$ cat src/rtl/core/itp_pkg.sv
// Shared types, constants and helper functions for the infix to postfix converter.
// Used by itp_ctrl, itp_datapath and infix_to_postfix_converter. No dependencies.
`timescale 1ns / 1ps

package itp_pkg;

  // Operator stack geometry
  localparam int STACK_DEPTH = 32;
  localparam int CNT_W       = $clog2(STACK_DEPTH + 1);
  localparam int IDX_W       = $clog2(STACK_DEPTH);

  // Field widths
  localparam int CH_W     = 8;
  localparam int STATUS_W = 2;

  // Character codes
  localparam logic [CH_W-1:0] CH_PLUS  = 8'h2B;
  localparam logic [CH_W-1:0] CH_MINUS = 8'h2D;
  localparam logic [CH_W-1:0] CH_MUL   = 8'h2A;
  localparam logic [CH_W-1:0] CH_DIV   = 8'h2F;
  localparam logic [CH_W-1:0] CH_POW   = 8'h5E;
  localparam logic [CH_W-1:0] CH_OPEN  = 8'h28;
  localparam logic [CH_W-1:0] CH_CLOSE = 8'h29;
  localparam logic [CH_W-1:0] CH_END   = 8'h24;
  localparam logic [CH_W-1:0] SYM_NONE = 8'h00;

  // Status codes
  localparam logic [STATUS_W-1:0] ST_OK       = 2'd0;
  localparam logic [STATUS_W-1:0] ST_OVERFLOW = 2'd1;
  localparam logic [STATUS_W-1:0] ST_UNMATCH  = 2'd2;
  localparam logic [STATUS_W-1:0] ST_UNCLOSED = 2'd3;

  // Controller states
  typedef enum logic [2:0] {
    S_IDLE,
    S_READ,
    S_EVAL,
    S_FREAD,
    S_FEVAL
  } state_t;

  // Character classes
  typedef enum logic [1:0] {
    CLS_OPND,
    CLS_OPEN,
    CLS_CLOSE,
    CLS_ARITH
  } cls_t;

  // Source of an emitted symbol
  typedef enum logic [1:0] {
    EMIT_CH,
    EMIT_TOP,
    EMIT_NONE
  } emit_sel_t;

  // Commands from controller to datapath
  typedef struct packed {
    logic                latch;
    logic                rd_en;
    logic                push;
    logic                pop;
    logic                set_open;
    logic                emit;
    emit_sel_t           sel;
    logic                run_end;
    logic [STATUS_W-1:0] status;
  } itp_cmd_t;

  // Status from datapath to controller
  typedef struct packed {
    cls_t             cls;
    logic             cnt_zero;
    logic             cnt_full;
    logic             top_open;
    logic             top_pops;
    logic             last;
    logic             open_left;
    logic             out_free;
    logic [CNT_W-1:0] count;
  } itp_stat_t;

  // Operator precedence; ( and anything else is 0
  function automatic logic [1:0] prec_of(input logic [CH_W-1:0] c);
    logic [1:0] p;
    p = 2'd0;
    if (c == CH_PLUS || c == CH_MINUS) p = 2'd1;
    else if (c == CH_MUL || c == CH_DIV) p = 2'd2;
    else if (c == CH_POW) p = 2'd3;
    return p;
  endfunction

  function automatic logic is_arith(input logic [CH_W-1:0] c);
    return (c == CH_PLUS) || (c == CH_MINUS) || (c == CH_MUL) ||
           (c == CH_DIV) || (c == CH_POW);
  endfunction

  function automatic cls_t class_of(input logic [CH_W-1:0] c);
    cls_t k;
    if (c == CH_OPEN) k = CLS_OPEN;
    else if (c == CH_CLOSE) k = CLS_CLOSE;
    else if (is_arith(c)) k = CLS_ARITH;
    else k = CLS_OPND;
    return k;
  endfunction

endpackage

$ cat src/rtl/core/infix_to_postfix_converter.sv
// Top level of the infix to postfix converter (shunting-yard with an operator stack).
// Instantiates itp_ctrl and itp_datapath; depends on itp_pkg.
//
// Usage: characters of an infix expression enter one per transaction on the
// in_ channel; in_tlast marks the final character of a run. Postfix symbols
// leave on the out_ channel with a status code in out_tuser; the result that
// closes a run carries out_tlast. Operands pass through, operators and ( go
// to a 32-entry stack memory with a registered read port.
// Timing: a character is taken only when the controller is idle. An operand
// or a push passes through the accepting idle state, a stack read and one
// decision before the next character is taken; each stacked operator popped
// adds one memory read and one decision. The flush after a last character
// reads and decides once per stacked entry, then emits the end result.
// The first result passes the input latch and the stack read, then the output register.
// Reset empties the stack and drops any pending result; stack contents are
// not cleared. When the receiver stalls, the single output register holds its
// transaction and the controller waits before emitting the next one; a new
// character may still be accepted while a finished result waits.
`timescale 1ns / 1ps

module infix_to_postfix_converter import itp_pkg::*; (
  input  logic                clk,
  input  logic                rst_n,
  input  logic                in_tvalid,
  output logic                in_tready,
  input  logic [7:0]          in_tdata,   // [7:0] ch
  input  logic                in_tlast,   // last
  output logic                out_tvalid,
  input  logic                out_tready,
  output logic [7:0]          out_tdata,  // [7:0] sym
  output logic                out_tlast,  // run_end
  output logic [STATUS_W-1:0] out_tuser   // [1:0] status
);

  itp_cmd_t  cmd;
  itp_stat_t stat;

  itp_ctrl u_ctrl (
    .clk       (clk),
    .rst_n     (rst_n),
    .in_tvalid (in_tvalid),
    .in_tready (in_tready),
    .stat      (stat),
    .cmd       (cmd)
  );

  itp_datapath u_dp (
    .clk         (clk),
    .rst_n       (rst_n),
    .in_ch       (in_tdata),
    .in_last     (in_tlast),
    .cmd         (cmd),
    .stat        (stat),
    .out_tready  (out_tready),
    .out_tvalid  (out_tvalid),
    .out_sym     (out_tdata),
    .out_run_end (out_tlast),
    .out_status  (out_tuser)
  );

  // Stack count never exceeds the depth
  a_count_bound: assert property (@(posedge clk) disable iff (!rst_n)
    stat.count <= CNT_W'(STACK_DEPTH))
    else $error("stack count beyond depth");

  // A status result carries no symbol
  a_status_nosym: assert property (@(posedge clk) disable iff (!rst_n)
    (out_tvalid && (out_tuser != ST_OK)) |-> (out_tdata == SYM_NONE))
    else $error("status result with a symbol");

  // End of run reports only ok or unclosed paren, with no symbol
  a_end_status: assert property (@(posedge clk) disable iff (!rst_n)
    (out_tvalid && out_tlast) |->
      (((out_tuser == ST_OK) || (out_tuser == ST_UNCLOSED)) && (out_tdata == SYM_NONE)))
    else $error("bad end-of-run result");

  // No push, pop or emit while a character is being accepted
  a_accept_quiet: assert property (@(posedge clk) disable iff (!rst_n)
    (in_tvalid && in_tready) |-> (!cmd.push && !cmd.pop && !cmd.emit))
    else $error("stack or output touched on accept");

endmodule

$ cat src/rtl/core/itp_datapath.sv
// Datapath of the infix to postfix converter: input latch, operator stack memory,
// stack count, precedence compare and output register. Depends on itp_pkg.
`timescale 1ns / 1ps

module itp_datapath import itp_pkg::*; (
  input  logic                clk,
  input  logic                rst_n,
  input  logic [CH_W-1:0]     in_ch,
  input  logic                in_last,
  input  itp_cmd_t            cmd,
  output itp_stat_t           stat,
  input  logic                out_tready,
  output logic                out_tvalid,
  output logic [CH_W-1:0]     out_sym,
  output logic                out_run_end,
  output logic [STATUS_W-1:0] out_status
);

  logic [CH_W-1:0]     stack_mem [STACK_DEPTH];
  logic [CH_W-1:0]     ch_r;
  logic                last_r;
  logic                open_r;
  logic [CH_W-1:0]     top_r;
  logic [CNT_W-1:0]    count_r;
  logic [CNT_W-1:0]    count_nxt;
  logic [CNT_W-1:0]    count_m1;
  logic [IDX_W-1:0]    rd_addr;
  logic [IDX_W-1:0]    wr_addr;
  logic                out_valid_r;
  logic [CH_W-1:0]     sym_r;
  logic                run_end_r;
  logic [STATUS_W-1:0] status_r;
  logic [1:0]          p_in;
  logic [1:0]          q_top;

  assign count_m1 = count_r - CNT_W'(1);
  assign rd_addr  = count_m1[IDX_W-1:0];
  assign wr_addr  = count_r[IDX_W-1:0];

  // Input character latch
  always_ff @(posedge clk) begin
    if (cmd.latch) begin
      ch_r   <= in_ch;
      last_r <= in_last;
    end
  end

  // Stack memory: one write port, registered read of the top entry
  always_ff @(posedge clk) begin
    if (cmd.push) begin
      stack_mem[wr_addr] <= ch_r;
    end
    if (cmd.rd_en) begin
      top_r <= stack_mem[rd_addr];
    end
  end

  // Stack count
  always_comb begin
    count_nxt = count_r;
    if (cmd.push) count_nxt = count_r + CNT_W'(1);
    else if (cmd.pop) count_nxt = count_m1;
  end

  always_ff @(posedge clk) begin
    if (!rst_n) begin
      count_r <= '0;
    end else begin
      count_r <= count_nxt;
    end
  end

  // Unclosed paren flag for the flush
  always_ff @(posedge clk) begin
    if (!rst_n) begin
      open_r <= 1'b0;
    end else if (cmd.latch) begin
      open_r <= 1'b0;
    end else if (cmd.set_open) begin
      open_r <= 1'b1;
    end
  end

  // Output register
  always_ff @(posedge clk) begin
    if (!rst_n) begin
      out_valid_r <= 1'b0;
    end else if (cmd.emit) begin
      out_valid_r <= 1'b1;
    end else if (out_tready) begin
      out_valid_r <= 1'b0;
    end
  end

  always_ff @(posedge clk) begin
    if (cmd.emit) begin
      case (cmd.sel)
        EMIT_CH:  sym_r <= ch_r;
        EMIT_TOP: sym_r <= top_r;
        default:  sym_r <= SYM_NONE;
      endcase
      run_end_r <= cmd.run_end;
      status_r  <= cmd.status;
    end
  end

  assign out_tvalid  = out_valid_r;
  assign out_sym     = sym_r;
  assign out_run_end = run_end_r;
  assign out_status  = status_r;

  // Precedence compare: + - * / pop on >=, ^ pops on > only
  assign p_in  = prec_of(ch_r);
  assign q_top = prec_of(top_r);

  always_comb begin
    stat.cls       = class_of(ch_r);
    stat.cnt_zero  = (count_r == '0);
    stat.cnt_full  = (count_r == CNT_W'(STACK_DEPTH));
    stat.top_open  = (top_r == CH_OPEN);
    stat.top_pops  = is_arith(top_r) &&
                     ((q_top > p_in) || ((ch_r != CH_POW) && (q_top == p_in)));
    stat.last      = last_r;
    stat.open_left = open_r;
    stat.out_free  = !out_valid_r || out_tready;
    stat.count     = count_r;
  end

endmodule

$ cat src/rtl/core/itp_ctrl.sv
// Controller state machine of the infix to postfix converter: sequences stack
// reads, pops, pushes and result transactions. Depends on itp_pkg.
`timescale 1ns / 1ps

module itp_ctrl import itp_pkg::*; (
  input  logic      clk,
  input  logic      rst_n,
  input  logic      in_tvalid,
  output logic      in_tready,
  input  itp_stat_t stat,
  output itp_cmd_t  cmd
);

  state_t state_r;
  state_t state_nxt;

  always_ff @(posedge clk) begin
    if (!rst_n) begin
      state_r <= S_IDLE;
    end else begin
      state_r <= state_nxt;
    end
  end

  always_comb begin
    state_nxt = state_r;
    in_tready = 1'b0;
    cmd       = '0;
    cmd.sel   = EMIT_NONE;
    cmd.status = ST_OK;

    case (state_r)
      S_IDLE: begin
        in_tready = 1'b1;
        if (in_tvalid) begin
          cmd.latch = 1'b1;
          state_nxt = S_READ;
        end
      end

      // Fetch top of stack
      S_READ: begin
        cmd.rd_en = 1'b1;
        state_nxt = S_EVAL;
      end

      // One decision per character or per pop
      S_EVAL: begin
        case (stat.cls)
          CLS_OPND: begin
            if (stat.out_free) begin
              cmd.emit  = 1'b1;
              cmd.sel   = EMIT_CH;
              state_nxt = stat.last ? S_FREAD : S_IDLE;
            end
          end
          CLS_CLOSE: begin
            if (stat.cnt_zero) begin
              if (stat.out_free) begin
                cmd.emit   = 1'b1;
                cmd.status = ST_UNMATCH;
                state_nxt  = stat.last ? S_FREAD : S_IDLE;
              end
            end else if (stat.top_open) begin
              cmd.pop   = 1'b1;
              state_nxt = stat.last ? S_FREAD : S_IDLE;
            end else if (stat.out_free) begin
              cmd.emit  = 1'b1;
              cmd.sel   = EMIT_TOP;
              cmd.pop   = 1'b1;
              state_nxt = S_READ;
            end
          end
          default: begin
            // Open paren, or arithmetic operator once nothing more pops
            if ((stat.cls == CLS_ARITH) && !stat.cnt_zero && stat.top_pops) begin
              if (stat.out_free) begin
                cmd.emit  = 1'b1;
                cmd.sel   = EMIT_TOP;
                cmd.pop   = 1'b1;
                state_nxt = S_READ;
              end
            end else if (!stat.cnt_full) begin
              cmd.push  = 1'b1;
              state_nxt = stat.last ? S_FREAD : S_IDLE;
            end else if (stat.out_free) begin
              cmd.emit   = 1'b1;
              cmd.status = ST_OVERFLOW;
              state_nxt  = stat.last ? S_FREAD : S_IDLE;
            end
          end
        endcase
      end

      S_FREAD: begin
        cmd.rd_en = 1'b1;
        state_nxt = S_FEVAL;
      end

      // Flush: drain the stack, then close the run
      S_FEVAL: begin
        if (stat.cnt_zero) begin
          if (stat.out_free) begin
            cmd.emit    = 1'b1;
            cmd.run_end = 1'b1;
            cmd.status  = stat.open_left ? ST_UNCLOSED : ST_OK;
            state_nxt   = S_IDLE;
          end
        end else if (stat.top_open) begin
          cmd.pop      = 1'b1;
          cmd.set_open = 1'b1;
          state_nxt    = S_FREAD;
        end else if (stat.out_free) begin
          cmd.emit  = 1'b1;
          cmd.sel   = EMIT_TOP;
          cmd.pop   = 1'b1;
          state_nxt = S_FREAD;
        end
      end

      default: begin
        state_nxt = S_IDLE;
      end
    endcase
  end

endmodule

$ cat config.mk
export PLATFORM = sky130hd
export DESIGN_NAME = infix_to_postfix_converter
export DESIGN_NICKNAME = d
export VERILOG_FILES = /design/src/rtl/core/itp_pkg.sv /design/src/rtl/core/infix_to_postfix_converter.sv /design/src/rtl/core/itp_datapath.sv /design/src/rtl/core/itp_ctrl.sv
export SDC_FILE = /design/constraint.sdc
export NUM_CORES = 1
export LEC_CHECK = 0
export BUFFER_PORTS_ARGS = -buffer_cell sky130_fd_sc_hd__buf_4
export CORE_MARGIN = 3
export CORE_UTILIZATION = 60
export DETAILED_ROUTE_END_ITERATION = 8
export PLACE_DENSITY_LB_ADDON = 0.25
export SYNTH_ARGS = -nofsm -noshare
export SYNTH_HDL_FRONTEND = slang
export SYNTH_SLANG_ARGS = --single-unit
$ cat constraint.sdc
create_clock -name clk -period 4.65 [get_ports clk]
set_input_delay 0.6975 -clock clk [delete_from_list [all_inputs] [get_ports clk]]
set_output_delay 0.6975 -clock clk [all_outputs]
set_load 0.02 [all_outputs]
==> flow_summary.yaml, run 1 <==
die:
  coreArea_um2: 19700
  io_pins: 26
  rows: 51
  dieArea_um2: 22100
  start_util: 0.618
  die_x_um: 148
  die_y_um: 148
placement:
  dp.cells: 941
  dp_slack_ns: 0.704
  gp_congestion: 0.864
  hpwl_mm: 16.9
  io_buffers: 25
routing:
  vias: 6494
  drt_first_pass_iters: 6
  antenna_left: 0
  drc_errors: 0
  routedWlPerCell_um: 26.7
  drtIter0Drc: 666
  via_per_inst: 6.55
  drt_wl_total_mm: 26.5
synthesis:
  synth.most_common_cell: "edfxtp_1"
  netlist_top_cells_area: "edfxtp_1, mux4_2, dfxtp_1, nor2_1, mux2_2"
  ys_seq_area_frac: 0.718
  ys.flop_type: "edfxtp_1"
  avgSynthCellArea_um2: 19.4
  synth.largest_area_cell: "edfxtp_1"
  ys_seq_elements: 295
  yosysWarnings: 0
  syn_nets: 646
  async_flop_share: 0
  synthDistinctLibCells: 62
  yosysTopAreaCellShare: 0.700
  netlist_top_cells_count: "edfxtp_1, mux4_2, nor2_1"
  netlist_area_um2: 12200
  synth_edf_count: 284
  synthCells: 627
timing:
  setup_slack_ns: 0.667
  fin_crit_ns: 3.98
  drv_slew: 0
  setup_tns_ns: 0
  fin_crit_sh: 0.856
  tightest_slew_ns: 1.03
  rsz0062_at_grt: "no"
  fmax_mhz: 251
  finalSetupViolations: 0
  skew_ns: 0.00865
  maxSlewHeadroom: 0.310
  final_hold_viol_count: 0
  holdWs_ns: 0.330
clock_network:
  cts_buffer_depth: 3
  cts_max_level: 1
  cts_sinks: 295
  cts_root_buf: "clkbuf_16"
  insertion_delay_ns: 0.54
  cts_tree: "done"
  postCtsHoldBufs: 0
  cts.repair.resized: 0
  cts_buffers: 29
  postCtsSetupRepairBufs: 0
  clk_pin_slew_worst_paths_ns: 0.06
power:
  power_density_nw_per_um2: 387
  ir_drop_v: 0.000386
  internal_power_w: 0.00431
  p_leak_nw: 4.37
  power_w: 0.00538
  p_sw_frac: 0.200
  clock_power_share: 0.414
  seqPwrFrac: 0.553
  switching_power_w: 0.00108
  p_comb_frac: 0.034
global_routing:
  grt_pass1_vias: 6539
  grt-busiest-layer: "met2"
  met1_usage: 0.360
  overflow: 0
  antenna_found_initial: 1
  grt_pass1_wl_mm: 41.0
  grt_use_met3: 0.0411
  grt_start_max_net_pins: 41
  use_met2: 0.405
  track_usage: 0.250
worst_setup_path:
  startpoint_type: "flop"
  crit_type: "flop to flop"
  arrival_ns: 4.16
  required_ns: 4.83
  worstPathMaxFanout: 9
  regToRegSetupSlack_ns: 0.67
  cp-end-kind: "flop"
outcome:
  status: "finished, final reports clean"
min_path:
  hold_path_class: "input pin to flop"
layout:
  layout-drive-gt1-share: 0.316
  final_nets: 726
  stdcell_count: 992
  insertedDiodeCount: 0
  area_growth_syn_to_layout_pct: 14.1
run:
  max-cap-violations: 0
## through the flow
stage	utilization	instance area, µm²
after detailed placement	0.659	13000
after global placement	0.659	13000
after CTS	0.705	13900
after floorplan	-	12200
final	0.705	13900
after global routing	0.705	13900
## cells in the final DEF, fill, tap and decap left out, types with 5 or more instances in the layout
master / count
edfxtp_1: 284
mux4_2: 80
buf_4: 74
nor2_1: 45
clkbuf_16: 29
nand2_1: 24
a21oi_1: 11
mux2_2: 10
dfxtp_1: 10
clkinv_1: 9
nand3b_1: 8
nand3_1: 8
inv_1: 7
nor3_1: 7
nand2b_1: 7
a22o_1: 7
nor2b_1: 5
o21ai_0: 5
and3_1: 5
mux2i_1: 5
ha_1: 5
clkbuf_1: 5
## sequential cells by signal, indices dropped and copies added, names as in the netlist
register          flops
u_dp.out_sym          8
u_dp.last_r           1
u_dp.out_status       2
u_ctrl.state_r        3
u_dp.top_r            8
u_dp.open_r           1
u_dp.out_run_end      1
u_dp.out_tvalid       1
u_dp.ch_r             8
u_dp.count_r          6
u_dp.stack_mem      256
## final timing paths
check,start,endpoint,depth (start not counted)
setup / recovery,u_dp.ch_r[7]$_DFFE_PP_,u_dp.stack_mem[15][2]$_DFFE_PP_,11
hold / removal,in_tdata[5],u_dp.ch_r[5]$_DFFE_PP_,1
setup reg to reg,u_dp.ch_r[7]$_DFFE_PP_,u_dp.stack_mem[15][2]$_DFFE_PP_,11
hold reg to reg,u_dp.count_r[5]$_SDFFE_PN0P_,u_dp.count_r[5]$_SDFFE_PN0P_,2
## cell families (layout without fill, tap and decap cells)
group,count (synthesis),in the layout,synth area share
AOI/OAI and AO/OA,57,57,0.0382
adders and majority gates,6,6,0.00616
xor gates and xnor gates,4,4,0.00288
buffers and inverters,33,133,0.0105
and+or+nand+nor,137,137,0.0630
muxes,95,95,0.161
DFF,295,295,0.718
## cell type report
type                       count  area (µm²)
clock buffer                  34         744
tap                          265         332
multi-input combinational    299        3320
timing repair buffer          75         576
sequential                   295        8750
fill                        1180        5810
clock inverter                17         156
inverter                       7        26.3
## power by group through the flow
stage               Sequential (W)  Clock, W  Combinational, W
floorplan                  0.00306         0         0.0000621
global placement           0.00303         0          0.000174
detailed placement         0.00303         0          0.000182
CTS                        0.00297   0.00226          0.000182
global route               0.00298   0.00236          0.000195
finish                     0.00297   0.00223          0.000182
## per-layer routing
metal | up-vias | share of wire
met5 | - | 0.00053
met1 | 3309 | 0.39
met4 | 2 | 0.036
li1 | 2766 | -
met3 | 73 | 0.075
met2 | 344 | 0.49
## worst max-delay path, stage by stage (launching register included)
cell	delay (ns)
edfxtp_1	0.54
or3b_2	0.57
nor2_1	0.14
o21ai_0	0.11
a21oi_1	0.17
ha_1	0.26
or3b_2	0.44
o2111ai_1	0.16
a311oi_4	0.10
a211oi_4	0.42
buf_4	0.21
nor4b_4	0.50
No activity file was read; power rests on OpenSTA's default activity.
==> run 2, diff against run 1 <==
--- a/config.mk
+++ b/config.mk
@@ -12,4 +12,5 @@
 export PLACE_DENSITY_LB_ADDON = 0.25
 export SYNTH_ARGS = -nofsm -noshare
 export SYNTH_HDL_FRONTEND = slang
+export SYNTH_HIERARCHICAL = 1
 export SYNTH_SLANG_ARGS = --single-unit
==> flow_summary.yaml, run 2 <==
outcome:
  status: "finished, final reports clean"
timing:
  maxSlewHeadroom: 0.398
  final_hold_viol_count: 0
  finalSetupViolations: 0
  drv_slew: 0
  fmax_mhz: 230
  tightest_slew_ns: 0.890
  skew_ns: 0.00848
  fin_crit_ns: 4.36
  fin_crit_sh: 0.937
  rsz0062_at_grt: "no"
  setup_tns_ns: 0
synthesis:
  ys.flop_type: "edfxtp_1"
  synth.most_common_cell: "edfxtp_1"
  synth.largest_area_cell: "edfxtp_1"
  yosysWarnings: 6
  syn_nets: 728
  synthXorXnorAreaFrac: 0.00422
  synth_compound_area_frac: 0.0485
  netlist_area_um2: 12400
  synthSimpleGateAreaFrac: 0.0789
  synthCells: 708
  ys_seq_elements: 295
  ys_seq_area_frac: 0.703
  avgSynthCellArea_um2: 17.6
  synthDistinctLibCells: 67
  async_flop_share: 0
  yosysTopAreaCellShare: 0.686
  yosys.area_share.adder: 0.00704
  synth_top_family_by_area: "multiplexers"
  netlist_top_cells_count: "edfxtp_1, mux4_2, nor2_1"
  synth_edf_count: 284
  synth_mux_area_frac: 0.138
  netlist_top_cells_area: "edfxtp_1, mux4_2, dfxtp_1, nor2_1, mux2_2"
min_path:
  hold_path_class: "input pin to flop"
  hold_depth: 1
worst_setup_path:
  r2r_cells: 16
  startpoint_type: "flop"
  cp-startpoint: "u_dp/ch_r[7]$_DFFE_PP_"
  timing.rr.end: "u_dp/stack_mem[15][1]$_DFFE_PP_"
  cp-end-kind: "flop"
  reg2reg_from: "u_dp/ch_r[7]$_DFFE_PP_"
  endpoint: "u_dp/stack_mem[15][1]$_DFFE_PP_"
  required_ns: 4.89
  crit_type: "flop to flop"
  arrival_ns: 4.60
  regToRegSetupSlack_ns: 0.29
  worstPathMaxFanout: 15
layout:
  layout-drive-gt1-share: 0.269
  final_common_cell: "edfxtp_1"
  fin_util: 0.695
  final_nets: 793
  final_cell_mix: "edfxtp_1, buf_4, mux4_2"
  regMostFlops: "u_dp/stack_mem"
  area_growth_syn_to_layout_pct: 13.4
  insertedDiodeCount: 0
  largest_reg_flops: 256
  stdcell_count: 1065
routing:
  drt_first_pass_iters: 7
  vias: 6805
  antenna_left: 0
  drt_wl_total_mm: 25.6
  drtIter0Drc: 614
  drc_errors: 0
  via_per_inst: 6.39
  routedWlPerCell_um: 24.0
die:
  start_util: 0.613
  coreArea_um2: 20300
  die_y_um: 150
  die_x_um: 150
  dieArea_um2: 22500
  io_pins: 26
  rows: 52
clock_network:
  cts_buffer_depth: 3
  cts_root_buf: "clkbuf_16"
  postCtsHoldBufs: 0
  clk_pin_slew_worst_paths_ns: 0.06
  cts_sinks: 295
  postCtsSetupRepairBufs: 0
  cts_buffers: 28
  cts_max_level: 1
  cts_tree: "done"
  insertion_delay_ns: 0.53
  cts.repair.resized: 0
global_routing:
  grt_start_max_net_pins: 40
  track_usage: 0.232
  antenna_found_initial: 0
  overflow: 0
  grt_pass1_wl_mm: 39.7
  grt_pass1_vias: 6882
placement:
  gp_congestion: 1.04
  hpwl_mm: 16.3
  io_buffers: 25
  dp.cells: 1013
power:
  power_density_nw_per_um2: 394
  ir_drop_v: 0.000346
  p_leak_nw: 4.48
run:
  max-cap-violations: 0
run 2: cell types whose count changed after synthesis, moves of 9 or more:
cell,delta
a21oi_1,+12
buf_2,+12
buf_4,+9
mux4_2,-16
nor2b_1,+14
run 2: kinds of logic (layout without fill, tap and decap cells):
logic type,after synthesis,in the layout
buf+inv,47,134
compound gates,87,87
simple gates,176,176
flops,295,295
fa+ha+maj,7,7
mux,90,90
xor+xnor,6,6
run 2: report_power, final:
group	internal, W	switching [W]	total (W)	leakage (nW)
sequential	0.00296	0.0000246	0.00299	2.65
combinational	0.0000792	0.000150	0.000229	1.37
clock	0.00142	0.000923	0.00234	0.463
total	0.00446	0.00110	0.00555	4.48
run 2: final cells by class:
type,count,area [µm²]
clock inverters,15,196
clock buffers,37,756
multi-input cells,366,3470
fillers,1312,6190
inverters,4,15.0
repair buffers,78,586
well taps,270,338
flip-flops and latches,295,8750
run 2: stage by stage:
stage	hold slack, ns	instance area (µm²)	setup slack [ns]	power, W
2_1_floorplan	0.475	12400	0.0297	0.00317
3_3_place_gp	0.506	13200	0.414	0.00326
3_5_place_dp	0.519	13200	0.330	0.00327
4_1_cts	0.322	14100	0.307	0.00559
5_1_grt	0.319	14100	0.0132	0.00572
6_report	0.341	14100	0.295	0.00555
run 2: worst min path at each step:
stage	slack, ns	startpoint	to
5_1_grt	0.32	in_tdata[3]	u_dp/ch_r[3]$_DFFE_PP_
3_5_place_dp	0.52	u_dp/open_r$_SDFFE_PP0P_	u_dp/open_r$_SDFFE_PP0P_
6_report	0.34	in_tlast	u_dp/last_r$_DFFE_PP_
3_3_place_gp	0.51	u_dp/open_r$_SDFFE_PP0P_	u_dp/open_r$_SDFFE_PP0P_
2_1_floorplan	0.47	u_dp/open_r$_SDFFE_PP0P_	u_dp/open_r$_SDFFE_PP0P_
4_1_cts	0.32	in_tlast	u_dp/last_r$_DFFE_PP_
run 2: layer usage:
layer,wire (µm),GRT usage,part of all wire
met5,0,0,0
met4,687,0.0737,0.027
met3,1970,0.0376,0.077
met2,12800,0.382,0.50
met1,10100,0.325,0.40
run 2: critical path, stage by stage (launching register included):
cell and delay (ns):
edfxtp_1 0.39, buf_4 0.21, or4b_2 0.67, nor2_1 0.12, nor2_1 0.06, a311o_1 0.30, ha_1 0.31, nand3_1 0.07
o311ai_0 0.29, a21oi_1 0.10, nand4b_1 0.19, nand2_1 0.11, nor3b_1 0.22, buf_4 0.21, nand2_1 0.33, nor3_1 0.28
buf_4 0.20
==> run 3, diff against run 2 <==
--- a/config.mk
+++ b/config.mk
@@ -6,8 +6,9 @@
 export NUM_CORES = 1
 export LEC_CHECK = 0
 export BUFFER_PORTS_ARGS = -buffer_cell sky130_fd_sc_hd__buf_4
+export CAP_MARGIN = 25
 export CORE_MARGIN = 3
-export CORE_UTILIZATION = 60
+export CORE_UTILIZATION = 42
 export DETAILED_ROUTE_END_ITERATION = 8
 export PLACE_DENSITY_LB_ADDON = 0.25
 export SYNTH_ARGS = -nofsm -noshare
==> constraint.sdc (replaced) <==
create_clock -name clk -period 4.65 [get_ports clk]
set_input_delay 0.6975 -clock clk [delete_from_list [all_inputs] [get_ports clk]]
set_output_delay 0.6975 -clock clk [all_outputs]
set_load 0.005 [all_outputs]
==> flow_summary.yaml, run 3 (same netlist as run 2, synthesis figures left out) <==
outcome:
  status: "finished, final reports clean"
layout:
  regArea_um2: 8750
  insertedDiodeCount: 0
  layout-drive-gt1-share: 0.278
  fill_cells: 2296
  regMostFlops: "u_dp/stack_mem"
  fin_util: 0.498
  stdcell_count: 1184
  area_growth_syn_to_layout_pct: 15.9
  final_nets: 795
  final_cell_mix: "edfxtp_1, buf_4, mux4_2"
  multi_input_area_um2: 3480
  largest_reg_flops: 256
  final_common_cell: "edfxtp_1"
min_path:
  hold_path_class: "input pin to flop"
  min_to: "u_dp/ch_r[0]$_DFFE_PP_"
  hold_depth: 1
  hp-start: "in_tdata[0]"
clock_network:
  clk_pin_slew_worst_paths_ns: 0.06
  cts_buffers: 31
  cts_root_buf: "clkbuf_16"
  cts_tree: "done"
  cts_buffer_depth: 3
  cts_max_level: 1
  postCtsHoldBufs: 0
  insertion_delay_ns: 0.56
  cts_sinks: 295
routing:
  antenna_left: 0
  routedWlPerCell_um: 22.9
  via_per_inst: 5.77
  drt_first_pass_iters: 7
  drt_wl_total_mm: 27.1
  vias: 6832
  drc_errors: 0
  drtIter0Drc: 765
run:
  max-cap-violations: 0
power:
  power_w: 0.00583
  power_density_nw_per_um2: 404
  p_leak_nw: 4.56
  ir_drop_v: 0.000280
timing:
  final_hold_viol_count: 0
  fmax_mhz: 235
  rsz0062_at_grt: "no"
  maxSlewHeadroom: 0.428
  fin_crit_ns: 4.26
  fin_crit_sh: 0.917
  setup_slack_ns: 0.388
  finalSetupViolations: 0
  skew_ns: 0.00910
  tightest_slew_ns: 0.858
  drv_slew: 0
  setup_tns_ns: 0
global_routing:
  grt_pass1_vias: 6876
  track_usage: 0.172
  antenna_found_initial: 0
  grt_pass1_wl_mm: 41.4
  overflow: 0
  grt_start_max_net_pins: 45
placement:
  dp.cells: 1125
  hpwl_mm: 17.2
  dp_slack_ns: 0.275
  io_buffers: 25
  gp_congestion: 0.909
worst_setup_path:
  arrival_ns: 4.53
  cp-end-kind: "flop"
  path_cells: "or4b_2 > nor2_1 > nor2_1 > a311o_1 > ha_1 > nand3_1 > o311ai_0 > a21oi_1 > nand4b_1 > nand2_1 > nor3b_1 > buf_4 > nand2_1 > nor3_1 > buf_4"
  critPathMaxStageDelay_ns: 0.72
  startpoint_type: "flop"
  regToRegSetupSlack_ns: 0.39
  required_ns: 4.92
  crit_type: "flop to flop"
  cp_slowest_cell: "or4b_2"
  worstPathMaxFanout: 12
  timing.rr.end: "u_dp/stack_mem[13][1]$_DFFE_PP_"
  reg2reg_from: "u_dp/ch_r[6]$_DFFE_PP_"
  r2r_cells: 15
die:
  die_y_um: 178
  die_x_um: 178
  start_util: 0.430
  dieArea_um2: 31700
  rows: 62
  io_pins: 26
  coreArea_um2: 28900
[run 3: how the worst max path moves through the flow]
stage | start | endpoint | depth (start not counted)
final | u_dp/ch_r[6]$_DFFE_PP_ | u_dp/stack_mem[13][1]$_DFFE_PP_ | 15
after CTS | u_dp/ch_r[7]$_DFFE_PP_ | u_dp/stack_mem[15][1]$_DFFE_PP_ | 15
after floorplan | u_dp/ch_r[5]$_DFFE_PP_ | u_dp/stack_mem[15][0]$_DFFE_PP_ | 15
after global routing | u_dp/ch_r[4]$_DFFE_PP_ | u_dp/stack_mem[14][1]$_DFFE_PP_ | 15
after global placement | u_dp/ch_r[7]$_DFFE_PP_ | u_dp/stack_mem[15][0]$_DFFE_PP_ | 15
after detailed placement | u_dp/ch_r[7]$_DFFE_PP_ | u_dp/stack_mem[15][4]$_DFFE_PP_ | 15
[run 3: report_power, final]
group	switching (W)	total [W]	leakage [nW]	internal (W)
Combinational	0.000141	0.000219	1.38	0.0000785
Sequential	0.0000276	0.00299	2.65	0.00296
Clock	0.00100	0.00262	0.534	0.00162
Total	0.00117	0.00583	4.56	0.00466
[run 3: area by class of cell]
class	count	area share
Sequential cell	295	0.607
Clock inverter	21	0.0209
Clock buffer	37	0.0554
Tap cell	384	0.0333
Multi-Input combinational cell	366	0.241
Timing Repair Buffer	77	0.0410
Inverter	4	0.00104
[run 3: critical path: cells and delay by family, from the launching register on]
kind / cells / cell delay (ns)
AOI/OAI and AO/OA: 3 / 0.70
DFF: 1 / 0.50
buffers and inverters: 2 / 0.43
adders and majority gates: 1 / 0.32
and+or+nand+nor: 9 / 2.02
[run 3: repair_timing]
action	CTS	global route
endpoints found under the setup margin	0	50
gates resized for setup	0	2
buffers inserted	0	1
[run 3: metrics by stage]
step	hold WS [ns]	area, µm²
2_1_floorplan	0.475	12400
3_3_place_gp	0.513	13300
3_5_place_dp	0.520	13300
4_1_cts	0.289	14400
5_1_grt	0.294	14400
6_report	0.310	14400
[run 3: per-layer routing]
metal | vias to the layer above | global-route usage | share of wire
met2 | 235 | 0.277 | 0.49
met3 | 58 | 0.0281 | 0.050
met1 | 3541 | 0.243 | 0.43
met4 | 0 | 0.0474 | 0.027
li1 | 2998 | - | -
met5 | - | 0 | 0
